$ cat src/hdl/olms_pkg.sv
package olms_pkg;

  // Sine resolution: the angle is quantised to this many steps per turn
  localparam int SINE_TABLE_DEPTH = 1024;
  localparam int ANGLE_IDX_BITS   = $clog2(SINE_TABLE_DEPTH);
  localparam logic [31:0] ANGLE_QUANT_MASK =
    ~((32'd1 << (32 - ANGLE_IDX_BITS)) - 32'd1);

  // Serial multiplier: 16-bit multiplier operand, one bit per cycle
  localparam int MUL_BITS  = 16;
  localparam int MUL_CNT_W = $clog2(MUL_BITS);
  localparam int MCAND_W   = 49;

  // Ramp divider: 48-bit magnitude, one quotient bit per cycle
  localparam int DIV_W     = 48;
  localparam int DIV_CNT_W = $clog2(DIV_W);

  // Rotation engine
  localparam int CORDIC_STEPS = 16;
  localparam int CORDIC_CNT_W = $clog2(CORDIC_STEPS);
  localparam int CORDIC_W     = 34;
  localparam logic signed [CORDIC_W-1:0] CORDIC_X0 = 34'sd652032874;

  // Phase codes
  localparam logic [1:0] PH_ALIGN = 2'd0;
  localparam logic [1:0] PH_RAMP  = 2'd1;
  localparam logic [1:0] PH_RUN   = 2'd2;

  // Configuration register indexes
  localparam int CFG_IDX_W = 3;
  localparam logic [CFG_IDX_W-1:0] CFG_ALIGN_VOLTAGE = 3'd0;
  localparam logic [CFG_IDX_W-1:0] CFG_DRIVE_VOLTAGE = 3'd1;
  localparam logic [CFG_IDX_W-1:0] CFG_STARTUP_SPEED = 3'd2;
  localparam logic [CFG_IDX_W-1:0] CFG_TARGET_SPEED  = 3'd3;
  localparam logic [CFG_IDX_W-1:0] CFG_ALIGN_DUR     = 3'd4;
  localparam logic [CFG_IDX_W-1:0] CFG_RAMP_DUR      = 3'd5;

  typedef enum logic [3:0] {
    ST_IDLE,
    ST_RAMP_GO,
    ST_RAMP_MUL,
    ST_RAMP_DIV,
    ST_RAMP_END,
    ST_ANG_GO,
    ST_ANG_MUL,
    ST_CORD_GO,
    ST_CORD_RUN,
    ST_SIN_GO,
    ST_SIN_MUL,
    ST_COS_GO,
    ST_COS_MUL,
    ST_FINISH
  } state_t;

  typedef struct packed {
    logic                      start;
    logic                      msb_neg;
    logic signed [MCAND_W-1:0] mcand;
    logic [MUL_BITS-1:0]       mplier;
  } mul_req_t;

  typedef struct packed {
    logic        start;
    logic [31:0] angle;
  } cordic_req_t;

  // Arctangent of 2^-i in units of 2^-32 turn
  function automatic logic [31:0] atan_turn(input logic [CORDIC_CNT_W-1:0] i);
    case (i)
      4'd0:    atan_turn = 32'd536870912;
      4'd1:    atan_turn = 32'd316933406;
      4'd2:    atan_turn = 32'd167458907;
      4'd3:    atan_turn = 32'd85004756;
      4'd4:    atan_turn = 32'd42667331;
      4'd5:    atan_turn = 32'd21354465;
      4'd6:    atan_turn = 32'd10679838;
      4'd7:    atan_turn = 32'd5340245;
      4'd8:    atan_turn = 32'd2670163;
      4'd9:    atan_turn = 32'd1335087;
      4'd10:   atan_turn = 32'd667544;
      4'd11:   atan_turn = 32'd333772;
      4'd12:   atan_turn = 32'd166886;
      4'd13:   atan_turn = 32'd83443;
      4'd14:   atan_turn = 32'd41721;
      default: atan_turn = 32'd20861;
    endcase
  endfunction

endpackage

$ cat src/hdl/open_loop_motor_startup.sv
// Each accepted tick runs to out_valid: align goes straight to the rotation, run
// or a zero ramp time first does the angle multiply, and ramping also does the
// ramp multiply and the 48-bit bit-serial divider. One tick is in flight at a
// time; the next is taken the cycle after the result enters the output register,
// which waits while a stalled result still occupies that register.
// rst_n (synchronous) clears configuration to zero and puts the sequencer in align.
module open_loop_motor_startup (
  input  logic                 clk,
  input  logic                 rst_n,
  // tick / restart requests
  input  logic                 in_valid,
  output logic                 in_stall,
  input  logic                 in_mode,
  input  logic [15:0]          in_elapsed_ms,
  // voltage command results
  output logic                 out_valid,
  input  logic                 out_stall,
  output logic signed [15:0]   out_volt_alpha,
  output logic signed [15:0]   out_volt_beta,
  output logic [15:0]          out_rotor_angle,
  output logic [31:0]          out_rotor_speed,
  output logic [1:0]           out_run_phase,
  // configuration writes
  input  logic                 cfg_wr_en,
  input  logic [olms_pkg::CFG_IDX_W-1:0] cfg_index,
  input  logic [31:0]          cfg_wdata
);
  import olms_pkg::*;

  // Configuration
  logic [15:0] align_voltage_r;
  logic [15:0] drive_voltage_r;
  logic [31:0] startup_speed_r;
  logic [31:0] target_speed_r;
  logic [15:0] align_dur_r;
  logic [15:0] ramp_dur_r;

  // Sequencer state
  state_t      state_r, state_nxt;
  logic [1:0]  phase_r;
  logic [31:0] angle_r;
  logic [31:0] speed_r;
  logic [31:0] pe_r;

  // Per-request working registers
  logic [15:0]          dt_r;
  logic [15:0]          p_r;
  logic signed [15:0]   volt_r;
  logic [DIV_W-1:0]     div_num_r;
  logic [15:0]          div_rem_r;
  logic [DIV_CNT_W-1:0] div_cnt_r;
  logic                 div_neg_r;
  logic signed [15:0]   alpha_r;
  logic signed [15:0]   beta_r;

  // Output register
  logic                 out_valid_r;
  logic signed [15:0]   out_alpha_r;
  logic signed [15:0]   out_beta_r;
  logic [15:0]          out_angle_r;
  logic [31:0]          out_speed_r;
  logic [1:0]           out_phase_r;

  // Arithmetic units
  mul_req_t                  mul_req;
  logic                      mul_done;
  logic signed [MCAND_W-1:0] mul_prod;
  cordic_req_t               cord_req;
  logic                      cord_done;
  logic signed [15:0]        cord_sin;
  logic signed [15:0]        cord_cos;

  // Combinational helpers
  logic                      accept;
  logic                      tick_go;
  logic [32:0]               pe_sum;
  logic [31:0]               pe_sat;
  logic                      align_done;
  logic                      ramp_done;
  logic [15:0]               p_min;
  logic signed [32:0]        speed_diff;
  logic signed [MCAND_W-1:0] prod_abs;
  logic [16:0]               rem_sh;
  logic                      rem_ge;
  logic [31:0]               ramp_step;
  logic                      out_load;

  // V*s product to Q15: half-LSB bias, floor shift, saturate to 16 bits
  function automatic logic signed [15:0] scale_round(input logic signed [MCAND_W-1:0] v);
    logic signed [MCAND_W-1:0] t;
    t = (v + MCAND_W'(16384)) >>> 15;
    if (t > MCAND_W'(32767))
      scale_round = 16'sh7fff;
    else if (t < -MCAND_W'(32768))
      scale_round = 16'sh8000;
    else
      scale_round = t[15:0];
  endfunction

  olms_serial_mul u_mul (
    .clk   (clk),
    .rst_n (rst_n),
    .req   (mul_req),
    .done  (mul_done),
    .prod  (mul_prod)
  );

  olms_cordic u_cordic (
    .clk     (clk),
    .rst_n   (rst_n),
    .req     (cord_req),
    .done    (cord_done),
    .sin_q15 (cord_sin),
    .cos_q15 (cord_cos)
  );

  // Request intake: only while idle
  assign in_stall = (state_r != ST_IDLE);
  assign accept   = in_valid && !in_stall;
  assign tick_go  = accept && !in_mode && (in_elapsed_ms != 16'd0);

  // Saturating phase timer and phase-end tests, all on the post-tick count
  always_comb begin
    pe_sum     = {1'b0, pe_r} + {17'd0, in_elapsed_ms};
    pe_sat     = pe_sum[32] ? 32'hffff_ffff : pe_sum[31:0];
    align_done = (pe_sat >= {16'd0, align_dur_r});
    ramp_done  = (pe_sat >= {16'd0, ramp_dur_r});
    p_min      = ramp_done ? ramp_dur_r : pe_sat[15:0];
    speed_diff = signed'({1'b0, target_speed_r}) - signed'({1'b0, startup_speed_r});
  end

  // Divider step: restoring, one quotient bit shifted into the numerator word
  always_comb begin
    prod_abs  = mul_prod[MCAND_W-1] ? -mul_prod : mul_prod;
    rem_sh    = {div_rem_r, div_num_r[DIV_W-1]};
    rem_ge    = (rem_sh >= {1'b0, ramp_dur_r});
    ramp_step = div_neg_r ? (32'd0 - div_num_r[31:0]) : div_num_r[31:0];
  end

  assign out_load = (state_r == ST_FINISH) && (!out_valid_r || !out_stall);

  // Next state and unit launches
  always_comb begin
    state_nxt        = state_r;
    mul_req.start    = 1'b0;
    mul_req.msb_neg  = 1'b0;
    mul_req.mcand    = '0;
    mul_req.mplier   = '0;
    cord_req.start   = 1'b0;
    cord_req.angle   = angle_r & ANGLE_QUANT_MASK;
    case (state_r)
      ST_IDLE: begin
        if (tick_go) begin
          if (phase_r == PH_ALIGN)
            state_nxt = ST_CORD_GO;
          else if (phase_r == PH_RAMP && ramp_dur_r != 16'd0)
            state_nxt = ST_RAMP_GO;
          else
            state_nxt = ST_ANG_GO;
        end
      end
      ST_RAMP_GO: begin
        mul_req.start  = 1'b1;
        mul_req.mcand  = MCAND_W'(speed_diff);
        mul_req.mplier = p_r;
        state_nxt      = ST_RAMP_MUL;
      end
      ST_RAMP_MUL: begin
        if (mul_done)
          state_nxt = ST_RAMP_DIV;
      end
      ST_RAMP_DIV: begin
        if (div_cnt_r == DIV_CNT_W'(DIV_W - 1))
          state_nxt = ST_RAMP_END;
      end
      ST_RAMP_END: begin
        state_nxt = ST_ANG_GO;
      end
      ST_ANG_GO: begin
        mul_req.start  = 1'b1;
        mul_req.mcand  = MCAND_W'(signed'({1'b0, speed_r}));
        mul_req.mplier = dt_r;
        state_nxt      = ST_ANG_MUL;
      end
      ST_ANG_MUL: begin
        if (mul_done)
          state_nxt = ST_CORD_GO;
      end
      ST_CORD_GO: begin
        cord_req.start = 1'b1;
        state_nxt      = ST_CORD_RUN;
      end
      ST_CORD_RUN: begin
        if (cord_done)
          state_nxt = ST_SIN_GO;
      end
      ST_SIN_GO: begin
        mul_req.start   = 1'b1;
        mul_req.msb_neg = 1'b1;
        mul_req.mcand   = MCAND_W'(cord_sin);
        mul_req.mplier  = volt_r;
        state_nxt       = ST_SIN_MUL;
      end
      ST_SIN_MUL: begin
        if (mul_done)
          state_nxt = ST_COS_GO;
      end
      ST_COS_GO: begin
        mul_req.start   = 1'b1;
        mul_req.msb_neg = 1'b1;
        mul_req.mcand   = MCAND_W'(cord_cos);
        mul_req.mplier  = volt_r;
        state_nxt       = ST_COS_MUL;
      end
      ST_COS_MUL: begin
        if (mul_done)
          state_nxt = ST_FINISH;
      end
      ST_FINISH: begin
        // hold until the output register is free
        if (out_load)
          state_nxt = ST_IDLE;
      end
      default: begin
        state_nxt = ST_IDLE;
      end
    endcase
  end

  always_ff @(posedge clk) begin
    if (!rst_n)
      state_r <= ST_IDLE;
    else
      state_r <= state_nxt;
  end

  // Configuration and sequencer state
  always_ff @(posedge clk) begin
    if (!rst_n) begin
      align_voltage_r <= '0;
      drive_voltage_r <= '0;
      startup_speed_r <= '0;
      target_speed_r  <= '0;
      align_dur_r     <= '0;
      ramp_dur_r      <= '0;
      phase_r         <= PH_ALIGN;
      angle_r         <= '0;
      speed_r         <= '0;
      pe_r            <= '0;
      div_cnt_r       <= '0;
      out_valid_r     <= 1'b0;
    end else begin
      if (cfg_wr_en) begin
        case (cfg_index)
          CFG_ALIGN_VOLTAGE: align_voltage_r <= cfg_wdata[15:0];
          CFG_DRIVE_VOLTAGE: drive_voltage_r <= cfg_wdata[15:0];
          CFG_STARTUP_SPEED: startup_speed_r <= cfg_wdata;
          CFG_TARGET_SPEED:  target_speed_r  <= cfg_wdata;
          CFG_ALIGN_DUR:     align_dur_r     <= cfg_wdata[15:0];
          CFG_RAMP_DUR:      ramp_dur_r      <= cfg_wdata[15:0];
          default: ;
        endcase
      end

      // Restart: drop back to align with the start-up speed preloaded
      if (accept && in_mode) begin
        phase_r <= PH_ALIGN;
        pe_r    <= '0;
        angle_r <= '0;
        speed_r <= startup_speed_r;
      end

      if (tick_go) begin
        case (phase_r)
          PH_ALIGN: begin
            angle_r <= '0;
            speed_r <= '0;
            if (align_done) begin
              phase_r <= PH_RAMP;
              pe_r    <= '0;
            end else begin
              pe_r <= pe_sat;
            end
          end
          PH_RAMP: begin
            pe_r <= pe_sat;
            if (ramp_dur_r == 16'd0) begin
              speed_r <= target_speed_r;
              phase_r <= PH_RUN;
            end else if (ramp_done) begin
              phase_r <= PH_RUN;
            end
          end
          default: begin
            // run, and the unused code behaves as run
            pe_r    <= pe_sat;
            phase_r <= PH_RUN;
            speed_r <= target_speed_r;
          end
        endcase
      end

      if (state_r == ST_RAMP_MUL && mul_done)
        div_cnt_r <= '0;
      else if (state_r == ST_RAMP_DIV)
        div_cnt_r <= div_cnt_r + 1'b1;

      if (state_r == ST_RAMP_END)
        speed_r <= startup_speed_r + ramp_step;

      // Advance the turn accumulator by speed * elapsed, wrapping
      if (state_r == ST_ANG_MUL && mul_done)
        angle_r <= angle_r + mul_prod[31:0];

      if (out_load)
        out_valid_r <= 1'b1;
      else if (!out_stall)
        out_valid_r <= 1'b0;
    end
  end

  // Working registers and the output snapshot
  always_ff @(posedge clk) begin
    if (tick_go) begin
      dt_r   <= in_elapsed_ms;
      p_r    <= p_min;
      volt_r <= (phase_r == PH_ALIGN) ? signed'(align_voltage_r) : signed'(drive_voltage_r);
    end

    if (state_r == ST_RAMP_MUL && mul_done) begin
      div_neg_r <= mul_prod[MCAND_W-1];
      div_num_r <= prod_abs[DIV_W-1:0];
      div_rem_r <= '0;
    end else if (state_r == ST_RAMP_DIV) begin
      div_rem_r <= rem_ge ? 16'(rem_sh - {1'b0, ramp_dur_r}) : rem_sh[15:0];
      div_num_r <= {div_num_r[DIV_W-2:0], rem_ge};
    end

    // alpha is the negated sine term; the one value with no positive twin maps to max
    if (state_r == ST_SIN_MUL && mul_done) begin
      if (scale_round(mul_prod) == 16'sh8000)
        alpha_r <= 16'sh7fff;
      else
        alpha_r <= -scale_round(mul_prod);
    end

    if (state_r == ST_COS_MUL && mul_done)
      beta_r <= scale_round(mul_prod);

    if (out_load) begin
      out_alpha_r <= alpha_r;
      out_beta_r  <= beta_r;
      out_angle_r <= angle_r[31:16];
      out_speed_r <= speed_r;
      out_phase_r <= phase_r;
    end
  end

  assign out_valid       = out_valid_r;
  assign out_volt_alpha  = out_alpha_r;
  assign out_volt_beta   = out_beta_r;
  assign out_rotor_angle = out_angle_r;
  assign out_rotor_speed = out_speed_r;
  assign out_run_phase   = out_phase_r;

endmodule

$ cat src/hdl/olms_serial_mul.sv
module olms_serial_mul (
  input  logic                              clk,
  input  logic                              rst_n,
  input  olms_pkg::mul_req_t                req,
  output logic                              done,
  output logic signed [olms_pkg::MCAND_W-1:0] prod
);
  import olms_pkg::*;

  logic                      busy_r;
  logic                      done_r;
  logic [MUL_CNT_W-1:0]      cnt_r;
  logic                      neg_r;
  logic signed [MCAND_W-1:0] mcand_r;
  logic [MUL_BITS-1:0]       mplier_r;
  logic signed [MCAND_W-1:0] prod_r;

  logic                      last;
  logic signed [MCAND_W-1:0] addend;
  logic signed [MCAND_W-1:0] prod_nxt;

  // Top multiplier bit carries negative weight for a signed multiplier
  always_comb begin
    last     = (cnt_r == MUL_CNT_W'(MUL_BITS - 1));
    addend   = (last && neg_r) ? -mcand_r : mcand_r;
    prod_nxt = mplier_r[0] ? (prod_r + addend) : prod_r;
  end

  always_ff @(posedge clk) begin
    if (!rst_n) begin
      busy_r <= 1'b0;
      done_r <= 1'b0;
      cnt_r  <= '0;
    end else begin
      done_r <= 1'b0;
      if (req.start) begin
        busy_r <= 1'b1;
        cnt_r  <= '0;
      end else if (busy_r) begin
        cnt_r <= cnt_r + 1'b1;
        if (last) begin
          busy_r <= 1'b0;
          done_r <= 1'b1;
        end
      end
    end
  end

  always_ff @(posedge clk) begin
    if (req.start) begin
      mcand_r  <= req.mcand;
      mplier_r <= req.mplier;
      neg_r    <= req.msb_neg;
      prod_r   <= '0;
    end else if (busy_r) begin
      prod_r   <= prod_nxt;
      mcand_r  <= mcand_r <<< 1;
      mplier_r <= mplier_r >> 1;
    end
  end

  assign done = done_r;
  assign prod = prod_r;

endmodule

$ cat src/hdl/olms_cordic.sv
module olms_cordic (
  input  logic                   clk,
  input  logic                   rst_n,
  input  olms_pkg::cordic_req_t  req,
  output logic                   done,
  output logic signed [15:0]     sin_q15,
  output logic signed [15:0]     cos_q15
);
  import olms_pkg::*;

  logic                       busy_r;
  logic                       done_r;
  logic [CORDIC_CNT_W-1:0]    iter_r;
  logic signed [CORDIC_W-1:0] x_r;
  logic signed [CORDIC_W-1:0] y_r;
  logic signed [31:0]         z_r;
  logic [1:0]                 quad_r;

  logic signed [CORDIC_W-1:0] xs;
  logic signed [CORDIC_W-1:0] ys;
  logic signed [31:0]         at;
  logic signed [CORDIC_W-1:0] x_nxt;
  logic signed [CORDIC_W-1:0] y_nxt;
  logic signed [31:0]         z_nxt;
  logic signed [15:0]         c_q;
  logic signed [15:0]         s_q;

  // Round Q30 to Q15 toward minus infinity after a half-LSB bias, clamp symmetric
  function automatic logic signed [15:0] q30_to_q15(input logic signed [CORDIC_W-1:0] v);
    logic signed [CORDIC_W-1:0] t;
    t = (v + CORDIC_W'(16384)) >>> 15;
    if (t > CORDIC_W'(32767))
      q30_to_q15 = 16'sd32767;
    else if (t < -CORDIC_W'(32767))
      q30_to_q15 = -16'sd32767;
    else
      q30_to_q15 = t[15:0];
  endfunction

  always_comb begin
    xs = x_r >>> iter_r;
    ys = y_r >>> iter_r;
    at = signed'(atan_turn(iter_r));
    if (!z_r[31]) begin
      x_nxt = x_r - ys;
      y_nxt = y_r + xs;
      z_nxt = z_r - at;
    end else begin
      x_nxt = x_r + ys;
      y_nxt = y_r - xs;
      z_nxt = z_r + at;
    end
  end

  always_ff @(posedge clk) begin
    if (!rst_n) begin
      busy_r <= 1'b0;
      done_r <= 1'b0;
      iter_r <= '0;
    end else begin
      done_r <= 1'b0;
      if (req.start) begin
        busy_r <= 1'b1;
        iter_r <= '0;
      end else if (busy_r) begin
        iter_r <= iter_r + 1'b1;
        if (iter_r == CORDIC_CNT_W'(CORDIC_STEPS - 1)) begin
          busy_r <= 1'b0;
          done_r <= 1'b1;
        end
      end
    end
  end

  always_ff @(posedge clk) begin
    if (req.start) begin
      x_r    <= CORDIC_X0;
      y_r    <= '0;
      z_r    <= {2'b00, req.angle[29:0]};
      quad_r <= req.angle[31:30];
    end else if (busy_r) begin
      x_r <= x_nxt;
      y_r <= y_nxt;
      z_r <= z_nxt;
    end
  end

  // Fold the quarter-turn result back to the full circle
  always_comb begin
    c_q = q30_to_q15(x_r);
    s_q = q30_to_q15(y_r);
    case (quad_r)
      2'd0: begin
        cos_q15 = c_q;
        sin_q15 = s_q;
      end
      2'd1: begin
        cos_q15 = -s_q;
        sin_q15 = c_q;
      end
      2'd2: begin
        cos_q15 = -c_q;
        sin_q15 = -s_q;
      end
      default: begin
        cos_q15 = s_q;
        sin_q15 = -c_q;
      end
    endcase
  end

  assign done = done_r;

endmodule

$ cat config.mk
export PLATFORM = sky130hd
export DESIGN_NAME = open_loop_motor_startup
export DESIGN_NICKNAME = d
export VERILOG_FILES = /design/src/hdl/olms_pkg.sv /design/src/hdl/open_loop_motor_startup.sv /design/src/hdl/olms_serial_mul.sv /design/src/hdl/olms_cordic.sv
export SDC_FILE = /design/constraint.sdc
export NUM_CORES = 2
export LEC_CHECK = 0
export CAP_MARGIN = 20
export CORE_UTILIZATION = 35
export DETAILED_ROUTE_END_ITERATION = 12
export DONT_BUFFER_PORTS = 1
export PLACE_DENSITY = 0.53
export SYNTH_ARGS = -nofsm -noshare
export SYNTH_HDL_FRONTEND = slang
export SYNTH_SLANG_ARGS = --single-unit
$ cat constraint.sdc
create_clock -name clk -period 8.9 [get_ports clk]
set_clock_uncertainty 0.15 [all_clocks]
set_input_delay 0.445 -clock clk [delete_from_list [all_inputs] [get_ports clk]]
set_output_delay 0.445 -clock clk [all_outputs]
set_load 0.02 [all_outputs]
== Yosys cells after proc, flatten, opt, wreduce, memory -nomap -nowiden ==
Memories as Yosys holds them, arrays and structs flattened. A register that Yosys moved wholly into a read port is not among the register bits.
Cells that the tools add are included.
Storage, ports and cells
  bits in registers: 693
  ROM bits: 480
  input bits: 57
  output and inout bits: 84
  logic and storage cells: 232
  memories kept: 1
Memories
  (name not given): depth 16, bits a word 30, read ports 1, clocked after Yosys merged registers in 1, write ports 0, line olms_pkg.sv:69  | case (i)
Operators by class
  add/sub/neg operators: 24
  $lt $le $gt $ge: 9
  equal/unequal tests: 34
  shift operators: 2
  multiplexer cells: 75
  bitwise gates (word level): 3
  reduce and logical (&&, ||, !) cells: 43
Operators with widths (count)
  $mux 32: 15
  $pmux 65 s4: 1
  $mux 16: 14
  $mux 49: 3
  $mux 48: 3
  $add 32x32->32: 3
  $pmux 16 s3: 2
  $add 34x16->34 const B: 2
  $add 34x34->34: 2
  $mux 34: 2
  $sshr 34x4->34: 2
  $sub 34x34->34: 2
  $ge 32x16->1: 2
  $pmux 32 s2: 1
  $mux 30: 2
  $pmux 4 s14: 1
  $add 49x16->49 const B: 1
  $add 49x49->49: 1
  $neg 49->49: 1
  $neg 16->16: 3
  $neg 48->48: 1
  $mux 4: 10
  $gt 19x16->1 const B: 2
  $lt 19x16->1 const B: 2
  other kinds (43): 112

== Depth between registers and ports, before layout ==
  word-level depth: 9
  depth in mapped cells: 32
  mapped depth without buffers: 26

== Cells and area by module ==
From an unflattened synthesis, not the netlist that was laid out.
Unflattened totals
  cells, all modules: 6603
  area total of the unflattened synthesis: 55956.2 um^2
Modules (own cells, without submodules)
  open_loop_motor_startup: instances 1, cells each 3293, area each 28404.7 um^2, sequential area each 11400.9 um^2
  olms_cordic: instances 1, cells each 2370, area each 19072.0 um^2, sequential area each 3083.0 um^2
  olms_serial_mul: instances 1, cells each 940, area each 8479.4 um^2, sequential area each 3083.0 um^2

== Worst setup path after synthesis ==
Ideal clock, no wire load.
  path kind: reg-to-reg
  start: register u_cordic.iter_r[0]
  end: register u_cordic.y_r[32]
  setup time: 0.070 ns
  arrival time: 5.971 ns
  required time: 8.680 ns
  setup slack: 2.709 ns
  stages on the path, launching flop included: 29
  path buffers: 8
  clock period less this slack: 6.191 ns
  cell sequence: dfxtp_1 buf_2 buf_2 buf_2 buf_4 buf_2 buf_2 clkbuf_1 clkbuf_1 nand2_1 a21o_1 ha_1 and3_1 a311o_1 a21oi_1 a211o_1 ha_1 a21o_1 a21oi_1 nor2b_1 nor4_1 a21oi_1 o41ai_1 o2111ai_1 nand2_1 o21ai_0 o21ai_0 mux2_2 a21oi_1
Between the ends
  longest elaborated chain between the ends: 3
  elaborated cells on any way between the ends: 4
  those cells by class: add/sub (2); shift (1); mux (1)
Ends and longest elaborated chain
  from (decl): line olms_cordic.sv:13  | logic [CORDIC_CNT_W-1:0] iter_r;
  from (signal assigned): line olms_cordic.sv:66  | iter_r <= iter_r + 1'b1;
  $sshr 34x4->34 *: line olms_cordic.sv:41  | xs = x_r >>> iter_r;
  $add 34x34->34 or $sub 34x34->34 (tied branches): line olms_cordic.sv:46, olms_cordic.sv:50
  $mux 34 *: line olms_cordic.sv:44  | if (!z_r[31]) begin
  to (signal assigned): line olms_cordic.sv:83  | y_r <= y_nxt;
  to (decl): line olms_cordic.sv:15  | logic signed [CORDIC_W-1:0] y_r;
Every way passes the cells marked *; elsewhere a longest branch is shown, timed or not.
A chain may end at the register's enable or synchronous reset.

== Worst setup path in the final report ==
  start: input in_elapsed_ms[0]
  end: register pe_r[24]
Between the ends
  longest elaborated chain between the ends: 6
  elaborated cells on any way between the ends: 9
  those cells by class: add/sub (1); order compare (1); mux (4); reduce/logical (3)
Ends and longest elaborated chain
  from (decl): line open_loop_motor_startup.sv:14  | input logic [15:0] in_elapsed_ms,
  $add 32x16->33: line open_loop_motor_startup.sv:124  | pe_sum = {1'b0, pe_r} + {17'd0, in_elapsed_ms};
  $mux 32: line open_loop_motor_startup.sv:125  | pe_sat = pe_sum[32] ? 32'hffff_ffff : pe_sum[31:0];
  $ge 32x16->1: line open_loop_motor_startup.sv:126  | align_done = (pe_sat >= {16'd0, align_dur_r});
  $mux 32: line open_loop_motor_startup.sv:278  | if (align_done) begin
  $mux 32: line open_loop_motor_startup.sv:274  | case (phase_r)
  $mux 32: line open_loop_motor_startup.sv:273  | if (tick_go) begin
  to (signal assigned): line open_loop_motor_startup.sv:282  | pe_r <= pe_sat;
  to (signal assigned): line open_loop_motor_startup.sv:286  | pe_r <= pe_sat;
  to (signal assigned): line open_loop_motor_startup.sv:296  | pe_r <= pe_sat;
  to (decl): line open_loop_motor_startup.sv:43  | logic [31:0] pe_r;
Parallel ways exist; a longest one is shown, timed or not.

==> impl_metrics.tcl <==
set metrics [dict create \
    ff2ff_setup_slack_ns 2.24 \
    grt_pass1_vias 45700 \
    overflow 0 \
    antenna_found_initial 2 \
    switchingPower_mw 8.84 \
    max_freq_mhz 150 \
    fin_area_um2 59700 \
    ys_warn_count 0 \
    firstDrtPassIters 6 \
    yosys_register_bits 723 \
    place_hpwl_mm 128 \
    start_kind "input pin" \
    drive_gt1_share_pct 6.81 \
    path_buf_inv 2 \
    die_h_um 396 \
    synth_nets 6974 \
    cpMaxStageDelayCell "nand2_1" \
    cts_root_buffer "clkbuf_16" \
    critPathKind "in2reg" \
    drtAntennaViolNets 0 \
    cts_resized 0 \
    status "completed" \
    drc 0 \
    num_io_pins 141 \
    crit_family "simple AND/OR/NAND/NOR gates" \
    fin_crit_ns 6.66 \
    rsz0062_at_grt "false" \
    layout_common_cells "nand2_1, a21oi_1, nor2_1" \
    ir_worst_vdd_v 0.000157 \
    worstPathArrival_ns 7.14 \
    ys_seq_area_share_pct 31.9 \
    rows 144 \
    internal_power_mw 10.8 \
    grt_use_total_pct 21.7 \
    die_w_um 396 \
    hp-start "cfg_wr_en" \
    async_flop_share_pct 0 \
    p_sw_share_pct 44.9 \
    setup_viol 0 \
    cp_max_fo 23 \
    synth-compound-area-share_pct 21.8 \
    synth.top_cells.by_area "dfxtp_1, edfxtp_1, ha_1, nand2_1, a21oi_1" \
    synth_area_um2 54300 \
    clk_latency_ns 0.74 \
    max_stage_delay_ns 0.72 \
    clkPwrFrac_pct 18.9 \
    p_per_area_nw_per_um2 329 \
    synth-simple-area-share_pct 19.1 \
    p_leak_nw 23.1 \
    min_period_over_period_pct 74.8 \
    cts_tree "done" \
    slew_headroom_pct 21.4 \
    synth_top_family_by_area "compound AO/OA/AOI/OAI gates" \
    muxShareOfSynthArea_pct 6.31 \
    crit_required_ns 9.38 \
    drtIter0Drc 4133 \
    port-buffer-count 0 \
    design.die.area_um2 157000 \
    vias 48400 \
    final_common_cell "nand2_1" \
    setup_tns_ns 0 \
    cap_viol_max_count 0 \
    yosys.area_share.adder_pct 7.84 \
    synthXorXnorAreaFrac_pct 8.77 \
    cp_common_cell "a21oi_1" \
    yosysTopAreaCellShare_pct 16.1 \
    drv_slew 0 \
    nets 6836 \
    hold_viol 0 \
    synthToLayoutAreaGrowth_pct 9.97 \
    place_area_um2 56100 \
    rr_startpoint "pe_r[0]$_SDFFE_PN0P_" \
    share_seq_of_total_power_pct 27.0 \
    synth_area_per_cell_um2 8.25 \
    clkTransAtPathRegs_ns 0.06 \
    numCtsBuffers 88 \
    worst_setup_path_end_kind "flop" \
    synth-edff-count 287 \
    grt_max_degree 98 \
    routedWlPerCell_um 20.5 \
    cts_hold_buf 58 \
    htreeDepth 3 \
    yosysUniqueCellTypes 105 \
    postCtsSetupRepairBufs 0 \
    path_cells "dlygate4sd3_1 -> ha_1 -> fa_1 -> a21o_1 -> a21oi_1 -> o21a_1 -> o21ai_0 -> buf_4 -> nand3_1 -> nand2_1 -> nand2b_1 -> nand2b_1 -> ha_1 -> a21oi_1 -> nor2b_1 -> o21ai_0 -> a21oi_1 -> or3_1 -> a21oi_1 -> nand4b_1 -> or4_1 -> nand2_1 -> nor2_1 -> nor4_1" \
    startpoint "in_elapsed_ms[0]" \
    worst_hold_slack_ns 0.0747 \
    core-area_um2 154000 \
    ys.flop_type "dfxtp_1" \
    start_util_pct 35.3 \
    worst_pin_slew_ns 1.15 \
    clock_path_buffers 3 \
    grt_pass1_wl_mm 271 \
    synthCells 6582 \
    synth_top_cell_by_area "dfxtp_1" \
    finalWeightedCongestion 0.914 \
    total_power_mw 19.7 \
    pwr-share-comb_pct 54.1 \
    cts.sinks 723 \
    min_path_type "in2reg" \
    wirelength_mm 176 \
    via_per_inst 5.65 \
]
[worst paths after layout]
check,end,cells past startpoint
setup / recovery,pe_r[24]$_SDFFE_PN0P_,24
hold / removal,align_dur_r[0]$_SDFFE_PN0P_,5
setup reg to reg,pe_r[24]$_SDFFE_PN0P_,23
hold reg to reg,out_volt_alpha[12]$_DFFE_PP_,0
[worst min-delay path: stages]
cell and delay, ns:
nand2_1 0.07, nor3_1 0.05, buf_4 0.20, nand2_1 0.09, a21oi_1 0.05
[registers in the layout (all words and copies together) (netlist names), 30 cells and up]
| name | count |
|---|---|
| u_mul.prod | 49 |
| u_cordic.z_r | 32 |
| startup_speed_r | 32 |
| angle_r | 32 |
| u_cordic.y_r | 34 |
| u_mul.mcand_r | 49 |
| pe_r | 32 |
| u_cordic.x_r | 34 |
| speed_r | 32 |
| target_speed_r | 32 |
| out_rotor_speed | 32 |
| div_num_r | 48 |
| u_cordic.at | 30 |
[final cells by class]
type	count	area [um^2]
antenna	3	7.51
clock buffer	120	2430
clock inverter	46	539
fill	15500	94300
inverter	213	806
multi-input combinational	5270	34700
sequential	723	17400
tap	2044	2560
timing repair buffer	148	1290
[power by group through the flow]
| stage | combinational, mW | sequential [mW] | clock (mW) |
|---|---|---|---|
| global placement | 10.4 | 5.36 | 0 |
| CTS | 10.6 | 5.30 | 3.82 |
| global route | 11.9 | 5.39 | 3.95 |
| floorplan | 8.52 | 4.71 | 0 |
| detailed placement | 10.5 | 5.36 | 0 |
| finish | 10.6 | 5.31 | 3.73 |
[synthesized netlist by cell type, drive strengths merged (111+ instances only)]
master,instances
nand3,111
xnor2,312
xor2,232
ha,326
inv,211
dfxtp,436
nor2,540
o21ai,388
clkbuf,278
a21oi,664
mux2i,133
a211oi,125
a21o,142
nand2,956
nor3,133
edfxtp,287
[through the flow]
stage,setup WS [ns],util [%],std cells
3_5_place_dp,2.15,36.4,8334
4_1_cts,2.19,38.7,8558
5_1_grt,1.80,38.8,8564
2_1_floorplan,2.71,-,6582
6_report,2.24,38.8,8567
3_3_place_gp,2.25,36.4,8334
[cells by family after synthesis]
kind of cell	count (synthesis)
compound gates	1889
xor+xnor	544
fa+ha+maj	335
buf+inv	589
flops	723
mux	249
simple gates	2253
[per-layer routing]
metal  GRT usage, %  vias up  routed length, um
met2           35.6     1311              80800
met3           3.11      230               9970
li1               -    23600                  -
met4           6.56        0               4750
met1           29.4    23200              80100
met5              0        -                  0
No activity file was read; power rests on OpenSTA's default activity.
